==> src/hdl/cpa_ram.sv <==
// ----------------------------------------------------------------------------
// cpa_ram
// Simple dual-port RAM: one write port, one read port, registered read.
// ----------------------------------------------------------------------------
module cpa_ram #(
    parameter int WIDTH = 8,
    parameter int DEPTH = 16
) (
    input  logic                                        i_clk,
    input  logic                                        i_we,
    input  logic [(DEPTH > 1 ? $clog2(DEPTH) : 1)-1:0] i_waddr,
    input  logic [WIDTH-1:0]                            i_wdata,
    input  logic [(DEPTH > 1 ? $clog2(DEPTH) : 1)-1:0] i_raddr,
    output logic [WIDTH-1:0]                            o_rdata
);

    logic [WIDTH-1:0] r_mem [DEPTH];
    logic [WIDTH-1:0] r_rdata;

    always_ff @(posedge i_clk) begin
        if (i_we) begin
            r_mem[i_waddr] <= i_wdata;
        end
        r_rdata <= r_mem[i_raddr];
    end

    assign o_rdata = r_rdata;

endmodule

==> config.mk <==
export PLATFORM = sky130hd
export DESIGN_NAME = cpa_ram
export DESIGN_NICKNAME = d
export VERILOG_FILES = /design/src/hdl/cpa_ram.sv
export SDC_FILE = /design/constraint.sdc
export NUM_CORES = 1
export LEC_CHECK = 0
export ABC_AREA = 0
export BUFFER_PORTS_ARGS = -buffer_cell sky130_fd_sc_hd__buf_2
export CAP_MARGIN = 5
export CORE_ASPECT_RATIO = 0.7
export CORE_MARGIN = 2
export CORE_UTILIZATION = 30
export DETAILED_ROUTE_END_ITERATION = 7
export PLACE_DENSITY = 0.55
export SYNTH_ARGS = -nofsm -noshare
export SYNTH_HDL_FRONTEND = slang
export SYNTH_SLANG_ARGS = --single-unit
==> constraint.sdc <==
create_clock -name i_clk -period 1.89 [get_ports i_clk]
set_input_delay 0 -clock i_clk [delete_from_list [all_inputs] [get_ports i_clk]]
set_output_delay 0 -clock i_clk [all_outputs]
set_load 0.01 [all_outputs]
== Word level (Yosys, flattened, before mapping) ==
Memory sizes are Yosys's and may differ from the RTL's. A register that Yosys moved wholly into a read port is not among the register bits.
Cells that the tools add are included.

* Register bits: 0
* Memory bits (writable): 128
* Output and inout port bits: 8
* Memories kept: 1

* Multiplexer cells: 2

{| class="wikitable"
|+ Memory list
! memory !! depth !! width !! rd ports !! clocked after Yosys merged registers in !! write ports !! line !! RTL
|-
| r_mem || 16 || 8 || 1 || 1 || 1 || 17 || <nowiki>logic [WIDTH-1:0] r_mem [DEPTH];</nowiki>
|}

{| class="wikitable"
|+ Operators by type and width
! cell !! count
|-
| 1-bit 2-to-1 mux || 2
|}

== Depth between registers and ports, before layout ==
Gate-level depths: netlist of the first run.

* Word-level depth: 2
* Mapped depth: 5
* Mapped depth without buffers: 3

== Least setup slack after synthesis of the first run ==
Ideal clock, no wire load.

* Path type: input to register
* Start point: in i_waddr[2] (netlist name)
* End point: mem r_mem[0][0], enable pin
* Slack: 0.397 ns
* Stages on the path: 2
* Data arrival time: 1.110 ns
* Setup time: 0.383 ns
* Cell sequence: or3b_2 -> nor3_1

{| class="wikitable"
|+ RTL lines
! item !! line !! RTL
|-
| from (decl) || 11 || <nowiki>input logic [(DEPTH > 1 ? $clog2(DEPTH) : 1)-1:0] i_waddr,</nowiki>
|-
| to (decl) || 17 ||
|}

No word-level cell before the write port.

==> impl_metrics.ini, run 1 <==
[sta]
final_max_slew_viol_count = 0
tns_ps = 0
period_share_pct = 68.8
min_period_ps = 1300
tightest_slew_ps = 464
hold_viol = 0
relSlewSlack_pct = 69.0
fin_skew_ps = 7.83
setup_violations = 0
maxClockFrequency_mhz = 769
rsz0062_at_grt = false
timing.final.ws_setup_ps = 590

[final_layout]
num-fill-cells = 1529
diodes = 0
drive_above_1_share_pct = 31.4
syn_to_final_growth_pct = 23.8
nets = 308
final_core_util_pct = 37.6

[clocking]
cts_made_buffers = 17
root_buffer = clkbuf_16
htreeDepth = 4
cts_buffer_depth = 2
ctsResizeCount = 0
cts_tree = done
post_cts_buffers = 0
cts_sinks = 136
cts.clk_slew.worst_paths_ps = 60
clock_latency_ps = 410

[floorplan]
coreArea_mm2 = 0.0170
die_area_mm2 = 0.0182
num_rows = 40
die_x_um = 161
die_h_um = 114
io_pins = 26
start_util_pct = 30.3

[power_and_ir_drop]
p_sw_share_pct = 18.9
power_switching_w = 0.00138
p_seq_share_pct = 46.4
power.static_leakage_nw = 2.15
pwr-share-clk_pct = 49.0
p_int_w = 0.00593
peakVddDrop_v = 0.000545
power_density_mw_per_mm2 = 1150
p_comb_share_pct = 4.5

[min_path]
hp-class = in2reg

[placement]
io_buffer_count = 25
dpl_worst_slack_ps = 424
dp_hpwl_mm = 6.52
gp_congestion = 0.718

[grt]
grt_pass1_wl_mm = 15.4
busiest_layer = met2
grt_usage_pct = 12.0
gr-usage-met2_pct = 17.8
use_met1_pct = 17.0
grt-ovfl-total = 0
antenna_found_initial = 0
grt_util_met3_pct = 3.02
grt_pass1_vias = 2500
grt_max_degree = 33

[setup_path]
path_max_fanout = 1
critPathArrivalTime_ps = 1580
ff2ff_setup_slack_ps = 590
cp.required_ps = 2170
worstSetupStartpointType = flop
end_kind = flop
worstSetupPathType = reg2reg

[logic_synthesis]
synth_seq_cells = 136
synth_cells = 229
synth-edff-count = 128
ys_seq_area_share_pct = 77.8
ys.flop_type = edfxtp_1
synth_top_cell_by_area = edfxtp_1
ys_async_sr_fraction_pct = 0
ys_types = 19
yosys-top-cells-count = 128 x edfxtp_1, 18 x mux4_2, 16 x a22oi_1, 14 x mux4_1, 13 x nor2_1
yosysMostFrequentCell = edfxtp_1
synth_warnings = 0
synth_top_cells_by_area = edfxtp_1 75%, mux4_2 7.9%, mux4_1 7.1%
synth_area_per_cell_um2 = 22.5
synth_top_area_share_pct = 74.7
syn-cell-area_mm2 = 0.00515
syn_nets = 247

[drt]
num_vias = 2449
totalWireLength_mm = 10.3
first_pass_iters = 4
wl_per_cell_um = 19.4
avgViaCountPerCell = 4.59
drtIter0Drc = 155
drc = 0
antenna_left = 0

[run]
drv_cap = 0

[status]
outcome = finished clean
[final timing paths]
| path | startpoint | to | depth (start not counted) |
|---|---|---|---|
| setup reg to reg | r_mem[0][4] | o_rdata[4] | 3 |
| setup / recovery | r_mem[0][4] | o_rdata[4] | 3 |
| hold / removal | i_wdata[1] | r_mem[1][1] | 1 |
| hold reg to reg | r_mem[14][2] | o_rdata[2] | 3 |
[what timing repair did]
| item | in CTS | in global routing |
|---|---|---|
| hold buffers | 7 | 0 |
| endpoints found under the hold margin | 100 | 0 |
| setup endpoints to repair | 0 | 0 |
[per-layer routing]
layer  up-vias  share of wire [%]  wire (um)
li1       1101                  -          -
met2        57                 46       4760
met1      1281                 47       4840
met4         0               0.83         86
met5         -                  0          0
met3        10                6.3        648
[cells by family (layout without fill, tap and decap cells)]
family / count (synthesis) / count (layout) / share of synthesized area, %
simple gates: 35 / 35 / 3.18
compound gates: 16 / 16 / 2.33
flops: 136 / 136 / 77.8
buf+inv: 10 / 84 / 1.68
mux: 32 / 32 / 15.0
[cell type report]
cell class              instances  area (um2)  share of cell area, %
multi-input cells              83        1060                   16.6
repair buffers                 52         370                   5.81
well taps                     231         289                   4.53
flip-flops and latches        136        4000                   62.8
clock inverters                12         198                   3.10
clock buffers                  20         457                   7.16
[layout by cell type (no fill, tap or decap), drive strengths merged, types with 4 or more instances in the layout]
master / n
a22oi: 16
buf: 45
bufinv: 5
clkbuf: 20
clkinv: 5
dfxtp: 8
dlygate4sd3: 7
edfxtp: 128
mux4: 32
nand2: 9
nor2: 13
nor3: 4
[registers in the layout (all words and copies together) (netlist names)]
register	count
r_mem	128
o_rdata	8
[power groups by stage]
| stage | clock network, W | logic, W | registers (W) |
|---|---|---|---|
| 2_1_floorplan | 0 | 0.000171 | 0.00346 |
| 3_3_place_gp | 0 | 0.000321 | 0.00346 |
| 3_5_place_dp | 0 | 0.000327 | 0.00346 |
| 4_1_cts | 0.00364 | 0.000339 | 0.00339 |
| 5_1_grt | 0.00380 | 0.000362 | 0.00340 |
| 6_report | 0.00358 | 0.000332 | 0.00339 |
[metrics by stage]
| step | hold slack (ps) | cell area, um2 | cells | total power (W) |
|---|---|---|---|---|
| 3_3_place_gp | 392 | 5650 | 495 | 0.00378 |
| 5_1_grt | 11.1 | 6370 | 534 | 0.00756 |
| 2_1_floorplan | 98.9 | 5150 | 229 | 0.00363 |
| 3_5_place_dp | 398 | 5650 | 495 | 0.00378 |
| 4_1_cts | 7.55 | 6370 | 534 | 0.00737 |
| 6_report | 28.4 | 6370 | 534 | 0.00731 |
[critical path, cell delays in order (launching register included)]
cell and delay [ps]:
edfxtp_1 380, mux4_2 470, a22oi_1 240, nand2_1 100
(Power assumes the default switching activity.)
==> run 2: changes to the inputs <==
--- a/config.mk
+++ b/config.mk
@@ -12,7 +12,7 @@
 export CORE_MARGIN = 2
 export CORE_UTILIZATION = 30
 export DETAILED_ROUTE_END_ITERATION = 7
-export PLACE_DENSITY = 0.55
+export PLACE_DENSITY = 0.56
 export SYNTH_ARGS = -nofsm -noshare
 export SYNTH_HDL_FRONTEND = slang
 export SYNTH_SLANG_ARGS = --single-unit
==> constraint.sdc (replaced) <==
create_clock -name i_clk -period 1.1 [get_ports i_clk]
set_input_delay 0 -clock i_clk [delete_from_list [all_inputs] [get_ports i_clk]]
set_output_delay 0 -clock i_clk [all_outputs]
set_load 0.01 [all_outputs]
==> impl_metrics.ini, run 2 (synthesis results as in run 1) <==
[final_layout]
multi_input_area_mm2 = 0.00108
final_common_cell = edfxtp_1
register_area_mm2 = 0.00400
nets = 321
finish.instance_area_mm2 = 0.00651
num-fill-cells = 1515
diodes = 0
largest_reg_flops = 128
syn_to_final_growth_pct = 26.5
regMostFlops = r_mem
final_cell_mix = 128 x edfxtp_1, 32 x mux4_2, 25 x buf_2
drive_above_1_share_pct = 43.4
stdcell_count = 547

[grt]
grt_pass1_vias = 2625
grt_usage_pct = 12.8
grt_pass1_wl_mm = 16.1
grt_max_degree = 19
antenna_found_initial = 0
grt-ovfl-total = 0

[clocking]
root_buffer = clkbuf_16
cts.clk_slew.worst_paths_ps = 60
cts_made_buffers = 17
cts_sinks = 136
htreeDepth = 4
cts_buffer_depth = 2
post_cts_buffers = 0
cts_tree = done
clock_latency_ps = 410

[floorplan]
die_area_mm2 = 0.0182
coreArea_mm2 = 0.0170
die_h_um = 114
start_util_pct = 30.3
io_pins = 26
num_rows = 40
die_x_um = 161

[setup_path]
path_delay_family = multiplexers
worst-path-stages = 3
r2r_end = o_rdata[7]
cp.required_ps = 1400
end_kind = flop
worstSetupPathType = reg2reg
cp_cell_sequence = mux4_2, a22oi_2, nand2_1
regToRegStartpoint = r_mem[2][7]
cpMaxStageDelayCell = mux4_2
worstSetupStartpointType = flop
critPathArrivalTime_ps = 1630
ff2ff_setup_slack_ps = -230
path_max_fanout = 1
r2r_cells = 3
path_buf_inv = 0
max_stage_delay_ps = 470

[min_path]
min_from = i_waddr[1]
hp-class = in2reg
whs_endpoint = r_mem[0][0]
hold_path_depth = 3

[drt]
first_pass_iters = 4
drc = 0
wl_per_cell_um = 19.8
antenna_left = 0
drtIter0Drc = 156
num_vias = 2467
totalWireLength_mm = 10.9
avgViaCountPerCell = 4.51

[power_and_ir_drop]
power_density_mw_per_mm2 = 1860
peakVddDrop_v = 0.000958
power.static_leakage_nw = 2.16
p_total_w = 0.0121

[sta]
relSlewSlack_pct = 42.3
final_max_slew_viol_count = 0
tns_ps = -1520
min_period_ps = 1330
whs_ps = 138
timing.final.ws_setup_ps = -226
tightest_slew_ps = 864
hold_viol = 0
setup_violations = 8
fin_skew_ps = 7.07
period_share_pct = 121
maxClockFrequency_mhz = 754
rsz0062_at_grt = true

[placement]
dpl_cell_area_mm2 = 0.00580
dp.cells = 507
gp_congestion = 0.708
io_buffer_count = 25
dp_hpwl_mm = 6.88

[status]
violations = negative setup slack
outcome = finished, violations left

[run]
drv_cap = 0
==> run 2: cell types whose count changed in the layout (fill, tap and decap cells not counted), moves of 4 or more <==
cell	change
mux4_2	+14
a22oi_1	-8
buf_4	+6
a22oi_2	+8
buf_12	+6
inv_6	+5
nor3_1	-4
mux4_1	-14
==> run 2: final cells by class <==
| cell class | count | share of cell area [%] |
|---|---|---|
| Sequential cell | 136 | 61.5 |
| Multi-Input combinational cell | 83 | 16.6 |
| Timing Repair Buffer | 65 | 8.38 |
| Clock buffer | 17 | 6.53 |
| Tap cell | 231 | 4.44 |
| Clock inverter | 15 | 2.57 |
==> run 2: where the power goes <==
part	total [W]	leakage (nW)	switching, W	internal, W
clock	0.00562	0.291	0.00223	0.00339
combinational	0.000680	0.650	0.000366	0.000315
sequential	0.00583	1.22	0.0000354	0.00579
total	0.0121	2.16	0.00263	0.00950
==> run 2: how the worst max path moves through the flow <==
| stage | to | from | slack (ps) |
|---|---|---|---|
| 2_1_floorplan | o_rdata[0] | r_mem[3][0] | -30 |
| 4_1_cts | o_rdata[7] | r_mem[2][7] | -240 |
| 3_5_place_dp | o_rdata[6] | i_raddr[0] | -410 |
| 3_3_place_gp | o_rdata[1] | i_raddr[0] | -410 |
| 5_1_grt | o_rdata[7] | r_mem[3][7] | -290 |
| 6_report | o_rdata[7] | r_mem[2][7] | -230 |
==> run 2: stage by stage <==
stage                     utilization (%)  worst slack (ps)
final                                38.4              -226
after global routing                 38.4              -288
after CTS                            38.4              -236
after detailed placement             34.2              -408
after global placement               34.2              -411
after floorplan                         -             -26.9
==> run 2: timing repair <==
item                                    CTS  global route
resized for setup                         8             0
endpoints found under the hold margin   122             0
hold buffers                              8             0
endpoints found under the setup margin    8             8
==> run 2: tightest hold or removal path, delay by kind of cell <==
| kind | cells | cell delay, ps |
|---|---|---|
| buffers and inverters | 2 | 310 |
| and+or+nand+nor | 1 | 60 |
==> run 2: routing by layer <==
layer	part of all wire (%)	up-vias	GRT usage, %
met4	1.1	0	4.32
met2	46	60	19.8
met5	0	-	0
met3	5.9	11	3.53
li1	-	1113	-
met1	47	1283	17.7
